### src/rtl/rrr_pkg.sv
// ----------------------------------------------------------------------------
// rrr_pkg
// Shared types and constants for the round-robin ready ring.
// ----------------------------------------------------------------------------
package rrr_pkg;

  localparam int unsigned CMD_W    = 2;
  localparam int unsigned ID_W     = 4;
  localparam int unsigned STATUS_W = 2;
  localparam int unsigned COUNT_W  = 5;

  // Largest ring that the four-bit thread identifier can address.
  localparam logic [COUNT_W-1:0] MAX_READY = 5'd16;

  typedef enum logic [CMD_W-1:0] {
    CMD_ADMIT  = 2'd0,
    CMD_REMOVE = 2'd1,
    CMD_NEXT   = 2'd2,
    CMD_CLEAR  = 2'd3
  } cmd_e;

  typedef enum logic [STATUS_W-1:0] {
    ST_OK     = 2'd0,
    ST_EMPTY  = 2'd1,
    ST_ABSENT = 2'd2,
    ST_DUP    = 2'd3
  } status_e;

endpackage

### src/rtl/round_robin_ready_ring_unit.sv
// ----------------------------------------------------------------------------
// round_robin_ready_ring_unit
// Circular ready ring of thread identifiers with admit, remove, next and clear.
// ----------------------------------------------------------------------------
// Channel   Direction  Handshake                 Payload
// request   in         in_valid_i / in_stall_o   command_i, thread_id_i
// result    out        out_valid_o / out_stall_i chosen_id_o, chosen_valid_o,
//                                                status_o, ready_count_o
//
// One request is taken every cycle unless the result side stalls; each result
// passes from the input register, which reads the link memories, to the result
// register that drives the outputs.
// The ring state is updated as a request leaves the input register, and link
// writes made at that edge are forwarded to the read of the following request.
// A stalled result holds the input register, which then stalls the requester.
// Reset empties the ring at once; the link memories need no clearing.
// ----------------------------------------------------------------------------
module round_robin_ready_ring_unit #(
  parameter int unsigned MAX_THREADS = 16
) (
  input  logic                          clk_i,
  input  logic                          rst_ni,
  input  logic                          in_valid_i,
  output logic                          in_stall_o,
  input  logic [rrr_pkg::CMD_W-1:0]     command_i,
  input  logic [rrr_pkg::ID_W-1:0]      thread_id_i,
  output logic                          out_valid_o,
  input  logic                          out_stall_i,
  output logic [rrr_pkg::ID_W-1:0]      chosen_id_o,
  output logic                          chosen_valid_o,
  output logic [rrr_pkg::STATUS_W-1:0]  status_o,
  output logic [rrr_pkg::COUNT_W-1:0]   ready_count_o
);

  localparam int unsigned IdxW = (MAX_THREADS > 1) ? $clog2(MAX_THREADS) : 1;
  localparam int unsigned CntW = $clog2(MAX_THREADS + 1);
  localparam int unsigned ExtW = IdxW + rrr_pkg::ID_W + rrr_pkg::COUNT_W;

  typedef logic [IdxW-1:0] idx_t;
  typedef logic [CntW-1:0] cnt_t;

  // Ring state.
  idx_t next_link_q [MAX_THREADS];
  idx_t prev_link_q [MAX_THREADS];
  logic [MAX_THREADS-1:0] present_q, present_d;
  idx_t head_q, head_d, tail_q, tail_d, cur_q, cur_d;
  cnt_t count_q, count_d;

  // Input register.
  logic                 s1_valid_q;
  rrr_pkg::cmd_e        s1_cmd_q;
  logic [rrr_pkg::ID_W-1:0] s1_id_q;
  idx_t                 rd_next_id_q, rd_prev_id_q, rd_next_cur_q;

  // Result register.
  logic                             out_valid_q;
  logic [rrr_pkg::ID_W-1:0]         chosen_id_q, chosen_id_d;
  logic                             chosen_valid_q, chosen_valid_d;
  rrr_pkg::status_e                 status_q, status_d;
  logic [rrr_pkg::COUNT_W-1:0]      ready_count_q;

  logic in_acc, s1_move;
  idx_t in_idx, s1_idx, pred_idx, succ_idx;
  logic s1_in_range, s1_present;
  logic next_we, prev_we;
  idx_t next_waddr, next_wdata, prev_waddr, prev_wdata;
  logic [ExtW-1:0] in_ext, s1_ext, cur_ext, cnt_ext;

  assign s1_move    = s1_valid_q && (!out_valid_q || !out_stall_i);
  assign in_stall_o = s1_valid_q && !s1_move;
  assign in_acc     = in_valid_i && !in_stall_o;

  assign in_ext = ExtW'(thread_id_i);
  assign s1_ext = ExtW'(s1_id_q);
  assign in_idx = in_ext[IdxW-1:0];
  assign s1_idx = s1_ext[IdxW-1:0];
  assign s1_in_range = s1_ext < ExtW'(MAX_THREADS);
  assign s1_present  = s1_in_range && present_q[s1_idx];

  assign pred_idx = (s1_idx == head_q) ? tail_q : rd_prev_id_q;
  assign succ_idx = (s1_idx == tail_q) ? head_q : rd_next_id_q;

  always_comb begin
    present_d      = present_q;
    head_d         = head_q;
    tail_d         = tail_q;
    cur_d          = cur_q;
    count_d        = count_q;
    next_we        = 1'b0;
    prev_we        = 1'b0;
    next_waddr     = tail_q;
    next_wdata     = s1_idx;
    prev_waddr     = s1_idx;
    prev_wdata     = tail_q;
    chosen_valid_d = 1'b0;
    status_d       = rrr_pkg::ST_OK;
    if (s1_move) begin
      unique case (s1_cmd_q)
        rrr_pkg::CMD_ADMIT: begin
          if (!s1_in_range) begin
            status_d = rrr_pkg::ST_ABSENT;
          end else if (s1_present) begin
            status_d = rrr_pkg::ST_DUP;
          end else begin
            present_d[s1_idx] = 1'b1;
            count_d           = count_q + cnt_t'(1);
            tail_d            = s1_idx;
            if (count_q == '0) begin
              head_d = s1_idx;
              cur_d  = s1_idx;
            end else begin
              next_we = 1'b1;
              prev_we = 1'b1;
            end
          end
        end
        rrr_pkg::CMD_REMOVE: begin
          if (count_q == '0) begin
            status_d = rrr_pkg::ST_EMPTY;
          end else if (!s1_present) begin
            status_d = rrr_pkg::ST_ABSENT;
          end else begin
            present_d[s1_idx] = 1'b0;
            count_d           = count_q - cnt_t'(1);
            if (count_q == cnt_t'(1)) begin
              head_d = '0;
              tail_d = '0;
              cur_d  = '0;
            end else begin
              next_we    = (s1_idx != tail_q);
              next_waddr = pred_idx;
              next_wdata = succ_idx;
              prev_we    = (s1_idx != head_q);
              prev_waddr = succ_idx;
              prev_wdata = pred_idx;
              if (s1_idx == head_q) head_d = succ_idx;
              if (s1_idx == tail_q) tail_d = pred_idx;
              if (s1_idx == cur_q)  cur_d  = pred_idx;
            end
          end
        end
        rrr_pkg::CMD_NEXT: begin
          if (count_q == '0) begin
            status_d = rrr_pkg::ST_EMPTY;
          end else begin
            cur_d          = (cur_q == tail_q) ? head_q : rd_next_cur_q;
            chosen_valid_d = 1'b1;
          end
        end
        rrr_pkg::CMD_CLEAR: begin
          present_d = '0;
          head_d    = '0;
          tail_d    = '0;
          cur_d     = '0;
          count_d   = '0;
        end
        default: begin
          status_d = rrr_pkg::ST_OK;
        end
      endcase
    end
  end

  assign cur_ext     = ExtW'(cur_d);
  assign chosen_id_d = chosen_valid_d ? cur_ext[rrr_pkg::ID_W-1:0] : '0;
  assign cnt_ext     = ExtW'(count_d);

  // Link memories: one write and registered write-first reads.
  always_ff @(posedge clk_i) begin
    if (next_we) begin
      next_link_q[next_waddr] <= next_wdata;
    end
    if (prev_we) begin
      prev_link_q[prev_waddr] <= prev_wdata;
    end
    if (in_acc) begin
      rd_next_id_q  <= (next_we && next_waddr == in_idx) ? next_wdata : next_link_q[in_idx];
      rd_next_cur_q <= (next_we && next_waddr == cur_d) ? next_wdata : next_link_q[cur_d];
      rd_prev_id_q  <= (prev_we && prev_waddr == in_idx) ? prev_wdata : prev_link_q[in_idx];
    end
  end

  always_ff @(posedge clk_i) begin
    if (in_acc) begin
      s1_cmd_q <= rrr_pkg::cmd_e'(command_i);
      s1_id_q  <= thread_id_i;
    end
    if (s1_move) begin
      chosen_id_q    <= chosen_id_d;
      chosen_valid_q <= chosen_valid_d;
      status_q       <= status_d;
      ready_count_q  <= cnt_ext[rrr_pkg::COUNT_W-1:0];
    end
  end

  always_ff @(posedge clk_i or negedge rst_ni) begin
    if (!rst_ni) begin
      s1_valid_q  <= 1'b0;
      out_valid_q <= 1'b0;
      present_q   <= '0;
      head_q      <= '0;
      tail_q      <= '0;
      cur_q       <= '0;
      count_q     <= '0;
    end else begin
      if (in_acc) begin
        s1_valid_q <= 1'b1;
      end else if (s1_move) begin
        s1_valid_q <= 1'b0;
      end
      if (s1_move) begin
        out_valid_q <= 1'b1;
      end else if (!out_stall_i) begin
        out_valid_q <= 1'b0;
      end
      present_q <= present_d;
      head_q    <= head_d;
      tail_q    <= tail_d;
      cur_q     <= cur_d;
      count_q   <= count_d;
    end
  end

  assign out_valid_o    = out_valid_q;
  assign chosen_id_o    = chosen_id_q;
  assign chosen_valid_o = chosen_valid_q;
  assign status_o       = status_q;
  assign ready_count_o  = ready_count_q;

endmodule

### config.mk
export PLATFORM = sky130hd
export DESIGN_NAME = round_robin_ready_ring_unit
export DESIGN_NICKNAME = d
export VERILOG_FILES = /design/src/rtl/rrr_pkg.sv /design/src/rtl/round_robin_ready_ring_unit.sv
export SDC_FILE = /design/constraint.sdc
export NUM_CORES = 1
export LEC_CHECK = 0
export ABC_AREA = 1
export BUFFER_PORTS_ARGS = -buffer_cell sky130_fd_sc_hd__buf_2
export CORE_MARGIN = 1
export CORE_UTILIZATION = 63
export DETAILED_ROUTE_END_ITERATION = 7
export MAX_ROUTING_LAYER = met4
export PLACE_DENSITY = 0.82
export SLEW_MARGIN = 40
export SYNTH_ARGS = -nofsm -noshare
export SYNTH_HDL_FRONTEND = slang
export SYNTH_SLANG_ARGS = --single-unit
export TNS_END_PERCENT = 10
### constraint.sdc
create_clock -name clk_i -period 4.5 [get_ports clk_i]
set_input_delay 0.45 -clock clk_i [delete_from_list [all_inputs] [get_ports clk_i]]
set_output_delay 0.45 -clock clk_i [all_outputs]
set_load 0.03 [all_outputs]
==> results of run 1 <==
==> worst max-delay path, stage by stage (launching register included) <==
cell	delay, ps
edfxtp_1	770
inv_4	180
nand2_1	110
nand2_1	70
nand2_1	60
nand2_1	70
nand2_2	80
nand2_4	80
nor2_4	280
nand2_1	110
o21ai_1	120
a21oi_2	100
nand2_4	350
nand2_4	340
xor2_1	250
a21oi_2	240
nand3_2	150
nand2_1	100
nand2_1	50
==> final cells by class <==
cell class	count	share of cell area, %
clock buffer	17	3.836
inverter	126	4.287
tap	216	2.437
multi-input combinational	771	34.76
timing repair buffer	36	1.963
clock inverter	15	2.031
sequential	193	50.68
==> worst min path at each step <==
| stage | start | slack (ps) | to |
|---|---|---|---|
| 2_1_floorplan | rst_ni | 150 | count_q[0] |
| 3_3_place_gp | s1_valid_q | 450 | out_valid_o |
| 3_5_place_dp | s1_valid_q | 450 | out_valid_o |
| 4_1_cts | rst_ni | 130 | present_q[3] |
| 5_1_grt | command_i[0] | 180 | s1_cmd_q[0] |
| 6_report | command_i[0] | 200 | s1_cmd_q[0] |
==> registers in the layout, indices dropped and copies added, names as in the netlist <==
register	flops
chosen_id_o	4
chosen_valid_o	1
count_q	5
cur_q	4
head_q	4
next_link_q	64
out_valid_o	1
present_q	16
prev_link_q	64
rd_next_cur_q	4
rd_next_id_q	4
rd_prev_id_q	4
ready_count_o	5
s1_cmd_q	2
s1_id_q	4
s1_valid_q	1
status_o	2
tail_q	4
==> layer usage <==
layer,track usage [%],vias up,wire (um)
met5,-,-,0
met4,17.30,0,1059
met3,8.010,110,2616
met2,51.87,558,12120
met1,42.09,3987,10140
li1,-,3934,-
==> kinds of logic (layout without fill, tap and decap cells) <==
logic type	Yosys count	after routing
AOI/OAI and AO/OA	264	264
adders and majority gates	4	4
buffers and inverters	177	194
xor gates and xnor gates	16	16
muxes	4	4
DFF	193	193
and+or+nand+nor	483	483
==> timing repair <==
item,in CTS,in global routing
endpoints found under the hold margin,0,12
resized for setup,0,0
hold buffers,0,1
endpoints found under the setup margin,0,0
==> cell usage in the layout (no fill, tap or decap), drive strengths merged <==
cell type / count
o221ai: 12
nor2: 113
edfxtp: 158
inv: 128
nand4: 8
clkinv: 11
ha: 4
mux2i: 3
mux2: 1
a221oi: 3
o211ai: 4
xor2: 15
o21a: 1
a21oi: 75
o21ai: 142
xnor2: 1
nand2: 224
o22ai: 9
buf: 35
bufinv: 1
a31oi: 17
nor3: 4
nand3b: 7
dlygate4sd3: 1
o32ai: 1
clkbuf: 17
clkinvlp: 1
nand3: 127
dfrtp: 35
==> per-stage QoR <==
step | area [um2] | hold slack [ps] | instances
floorplan | 10210 | 154.4 | 1141
global placement | 10410 | 446.6 | 1341
detailed placement | 10420 | 449.2 | 1341
CTS | 11070 | 127.1 | 1373
global route | 11090 | 184.9 | 1374
finish | 11090 | 197.6 | 1374
==> where the power goes <==
group          switching [mW]  total, mW  internal [mW]  leakage (nW)
combinational            1.28       1.77          0.496          2.27
clock                   0.787       1.61          0.826         0.309
sequential              0.162       2.38           2.22          1.89
==> summary.txt, run 1 <==
Outcome
  – Status: finished clean

Synthesis
  – Leading area contributor after synthesis: edfxtp_1
  – Synth Register Bits: 193
  – Synthesis Warnings: 0
  – Post-Synthesis Cells: 1,141
  – Post-Syn Area: 0.01021 mm2
  – Synth Area in XOR/XNOR: 1.446%
  – Synth Area in Simple Gates: 20.56%
  – Largest family of logic cells by synthesized area: simple AND/OR/NAND/NOR gates
  – Synth Net Count: 1,155
  – Post-synthesis compound-gate area fraction: 14.72%
  – Synth Flop Type: edfxtp_1
  – Top cells by count, synth: nand2_1, edfxtp_1, nand3_1
  – Post-synth ARST share: 18.13%
  – Top post-synthesis cells by area: edfxtp_1, dfrtp_1, nand2_1
  – Mux share of post-synthesis cell area: 0.4044%
  – Count leader, synth: nand2_1
  – EDFF count, synth: 158
  – Register area share after synthesis: 55.04%
  – Top cell type's share of synthesized area: 46.46%
  – Netlist cell types: 42
  – Adder-Cell Fraction of Synth Area: 0.4901%
  – Syn Area/Cell: 8.949 um2

Worst setup path
  – Critical path capture point type: flip-flop
  – CP required: 4700 ps
  – Worst Setup EP: rd_next_cur_q[1]
  – Worst r2r src: s1_id_q[0]
  – Crit. Startpoint: s1_id_q[0]
  – CP Max Fanout: 34
  – Reg-to-Reg End: rd_next_cur_q[1]
  – Crit path launch type: flip-flop
  – R2R Setup Slk: 720 ps
  – Crit path kind: reg2reg
  – Worst path arrival time: 3980 ps
  – R2R depth: 18

STA
  – Final hold vios: 0
  – Slew of the pin with the lowest slew margin: 834.9 ps
  – Final setup margin: 722.8 ps
  – Max Fclk: 264.7 MHz
  – Setup tns final: 0 ps
  – Setup violations, final: 0
  – Slew Limit Fails: 0
  – Unrepaired setup endpoints after global routing: false
  – Skew final: 12.74 ps
  – Min Tclk post-route: 3777 ps
  – Slew Limit Headroom: 44.33%
  – Period utilization: 83.94%

Power and ir drop
  – Leakage power: 4.470 nW
  – VDD IR max: 0.0004123 V
  – PnR Total Power: 5.765 mW
  – Pwr per Cell Area: 519.9 mW/mm2

Layout
  – Layout area overhead: 8.602%
  – Register area: 0.005620 mm2
  – Fillers: 1,146
  – ANT cells: 0
  – Multi-input gate area: 0.003855 mm2
  – Fin util: 70.06%
  – Layout cells sized above 1: 9.758%
  – Post-layout nets: 1,159

Routing
  – Drt pass-1 iters: 6
  – Routed wire length: 25.93 mm
  – Initial DRC count: 1,198
  – Via density: 6.251
  – Antenna-violating nets left: 0
  – Vias: 8,589
  – DRC: 0
  – Wire per inst: 18.87 um

Clock network
  – Worst-Skew Late Latency: 450 ps
  – # Post-CTS Setup Buffers: 0
  – CTS Buf Count: 17
  – Clk pin slew, worst setup/hold paths: 80 ps
  – CTS max path bufs: 2
  – Clk sinks: 193
  – Root Buffer: clkbuf_16
  – CTS tree: built
  – CTS H-tree lvls: 4

Global route
  – Total GRT Usage: 33.85%
  – Total gr overflow: 0
  – First-pass GRT wire length: 41.34 mm
  – Largest net degree at the start of global routing: 71
  – Initial antenna violation count: 0
  – Vias in the first global route: 8,079

Floorplanning
  – Die Span X: 129.3 um
  – Die area: 0.01672 mm2
  – Ports: 24
  – Core area: 0.01583 mm2
  – Starting Density: 64.51%
  – Num rows: 46
  – Die H: 129.3 um

Run
  – Max Cap Viol: 0

Place
  – Final HPWL DP: 17.22 mm
  – GPL Wtd Cong: 1.003
  – Number of buffers added on ports: 23
  – Setup Slack @ Placement: 703.3 ps

Min path
  – Hold Path Stages: 1
  – HP Class: in2reg
(Power assumes the default switching activity.)
==> run 2, diff against run 1 <==
CORE_UTILIZATION = 57   (was 63)
PLACE_DENSITY = 0.79   (was 0.82)
clock period = 3.3 ns   (was 4.5 ns; I/O delays follow)
==> summary.txt, run 2 (synthesis results as in run 1) <==
Outcome
  – Status: finished clean

Floorplanning
  – Die area: 0.01845 mm2 (+10%)
  – Num rows: 48 (+4.3%)
  – Starting Density: 58.63% (-5.9 points)
  – Core area: 0.01742 mm2 (+10%)
  – Die Span X: 135.8 um (+5.1%)
  – Die H: 135.8 um (+5.1%)
  – Ports: 24 (unchanged)

Routing
  – Initial DRC count: 1,335 (+11%)
  – Vias: 8,572 (-0.20%)
  – DRC: 0 (unchanged)
  – Routed wire length: 26.62 mm (+2.7%)
  – Antenna-violating nets left: 0 (unchanged)
  – Wire per inst: 18.74 um (-0.73%)
  – Drt pass-1 iters: 7 (+1)
  – Via density: 6.032 (-3.5%)

Power and ir drop
  – Leakage power: 4.665 nW (+4.3%)
  – VDD IR max: 0.0005062 V (+23%)
  – Sw Ratio: 38.59% (about the same)
  – Psw: 3.069 mW (+38%)
  – Internal power: 4.883 mW (+38%)
  – Sequential share of power: 40.6% (-0.7 points)
  – Pwr per Cell Area: 696.6 mW/mm2 (+34%)
  – Combinational power share: 32.5% (+1.8 points)
  – Clock share of power: 26.9% (-1.1 points)
  – PnR Total Power: 7.952 mW (+38%)

STA
  – Final hold vios: 0 (unchanged)
  – Max Fclk: 324.1 MHz (+22%)
  – Setup tns final: 0 ps (unchanged)
  – Setup violations, final: 0 (unchanged)
  – Skew final: 11.89 ps (-0.8555 ps)
  – Period utilization: 93.49% (+9.6 points)
  – Slew of the pin with the lowest slew margin: 793.1 ps (-41.75 ps)
  – Unrepaired setup endpoints after global routing: false
  – Slew Limit Headroom: 47.07% (+2.7 points)
  – Min Tclk post-route: 3085 ps (-691.9 ps)
  – Slew Limit Fails: 0 (unchanged)

Worst setup path
  – Crit path launch type: flip-flop
  – Worst r2r src: s1_id_q[0]
  – CP bufs+invs: 2 (+1)
  – Worst path max stage delay: 480 ps (-290 ps)
  – Slowest cell on the critical path: edfxtp_1
  – Crit-path leading delay family: simple AND/OR/NAND/NOR gates
  – Worst path cell trace: buf_4 -> nand2_1 -> nand2_1 -> nand2_1 -> nand2_1 -> nand2_1 -> nand2_4 -> o21ai_4 -> nor3_4 -> buf_12 -> o21ai_0 -> nand3_1 -> nor2_1
  – Worst path arrival time: 3190 ps (-790 ps)
  – Critical path capture point type: flip-flop
  – Crit path kind: reg2reg
  – Most used cell, CP: nand2_1
  – Crit. Startpoint: s1_id_q[0]
  – CP Max Fanout: 22 (-35%)
  – CP required: 3410 ps (-1290 ps)

Clock network
  – CTS tree: built
  – CTS Buf Count: 17 (unchanged)
  – CTS H-tree lvls: 4 (unchanged)
  – Root Buffer: clkbuf_16
  – Clk pin slew, worst setup/hold paths: 80 ps (about the same)
  – Worst-Skew Late Latency: 450 ps (about the same)
  – Clk sinks: 193 (unchanged)
  – CTS max path bufs: 2 (unchanged)

Layout
  – Biggest regs: next_link_q x64, prev_link_q x64, present_q x16
  – Post-layout nets: 1,197 (+3.3%)
  – Layout area overhead: 11.80%
  – Fillers: 1,360 (+19%)
  – Layout cells sized above 1: 12.37% (+2.6 points)
  – ANT cells: 0 (unchanged)
  – Commonest non-fill, non-tap cell in the layout: nand2_1
  – Most frequent cells in the layout: nand2_1, edfxtp_1, nand3_1

Global route
  – First-pass GRT wire length: 42.68 mm (+3.2%)
  – Vias in the first global route: 7,995 (-1.0%)
  – Largest net degree at the start of global routing: 63 (-11%)
  – Total GRT Usage: 31.49% (-2.4 points)
  – Total gr overflow: 0 (unchanged)
  – Initial antenna violation count: 0 (unchanged)

Min path
  – Hold path start: command_i[0]
  – HP Class: in2reg

Place
  – GPL Wtd Cong: 0.9781 (-2.5%)
  – Final HPWL DP: 17.86 mm (+3.7%)
  – Number of buffers added on ports: 23 (unchanged)

Run
  – Max Cap Viol: 0 (unchanged)
==> run 2: worst paths after layout <==
check	endpoint	slack [ps]	cells after the start
max reg2reg	prev_link_q[4][0]	210	13
min reg2reg	out_valid_o	470	2
min	s1_cmd_q[0]	70	1
max in group asynchronous	cur_q[3]	2580	2
min in group asynchronous	present_q[10]	390	2
max	prev_link_q[4][0]	210	13
==> run 2: worst register-to-register path, stage by stage (launching register included) <==
cell	delay, ps
edfxtp_1	480
buf_4	210
nand2_1	60
nand2_1	50
nand2_1	90
nand2_1	70
nand2_1	100
nand2_4	80
o21ai_4	180
nor3_4	60
buf_12	180
o21ai_0	470
nand3_1	310
nor2_1	420
==> run 2: timing repair <==
item | 4_1_cts | 5_1_grt
endpoints found under the hold margin | 0 | 35
buffers inserted | 0 | 5
setup endpoints to repair | 0 | 72
hold buffers | 0 | 1
gates resized for setup | 0 | 1
==> run 2: cell type report <==
cell class / count / area (um2) / share of cell area, %
repair buffers: 74 / 565.5 / 4.954
clock buffers: 17 / 425.4 / 3.726
inverters: 126 / 475.5 / 4.165
multi-input cells: 771 / 3846 / 33.69
clock inverters: 15 / 201.4 / 1.765
well taps: 225 / 281.5 / 2.466
flip-flops and latches: 193 / 5620 / 49.23
==> run 2: power by group through the flow <==
stage / clock (mW) / sequential, mW / combinational [mW]
2_1_floorplan: 0 / 3.27 / 1.72
3_3_place_gp: 0 / 3.27 / 2.45
5_1_grt: 2.25 / 3.26 / 2.85
6_report: 2.14 / 3.23 / 2.59
3_5_place_dp: 0 / 3.28 / 2.48
4_1_cts: 2.15 / 3.23 / 2.51
==> run 2: through the flow <==
stage / util (%) / area, um2 / setup WS [ps] / hold WS (ps) / cells
finish: 65.55 / 11420 / 214.7 / 65.85 / 1421
global route: 65.55 / 11420 / 5.104 / 53.37 / 1421
CTS: 65.24 / 11360 / 114.5 / 7.269 / 1415
detailed placement: 61.65 / 10740 / 212.4 / 456.7 / 1383
global placement: 61.65 / 10740 / 216.0 / 448.5 / 1383
floorplan: - / 10210 / 231.2 / 34.41 / 1141
==> run 2: routing by layer <==
metal	global-route usage, %	up-vias	wire length [um]
li1	-	4012	-
met1	41.01	4031	10980
met2	49.35	464	12740
met3	5.779	65	2187
met4	11.36	0	714
met5	-	-	0
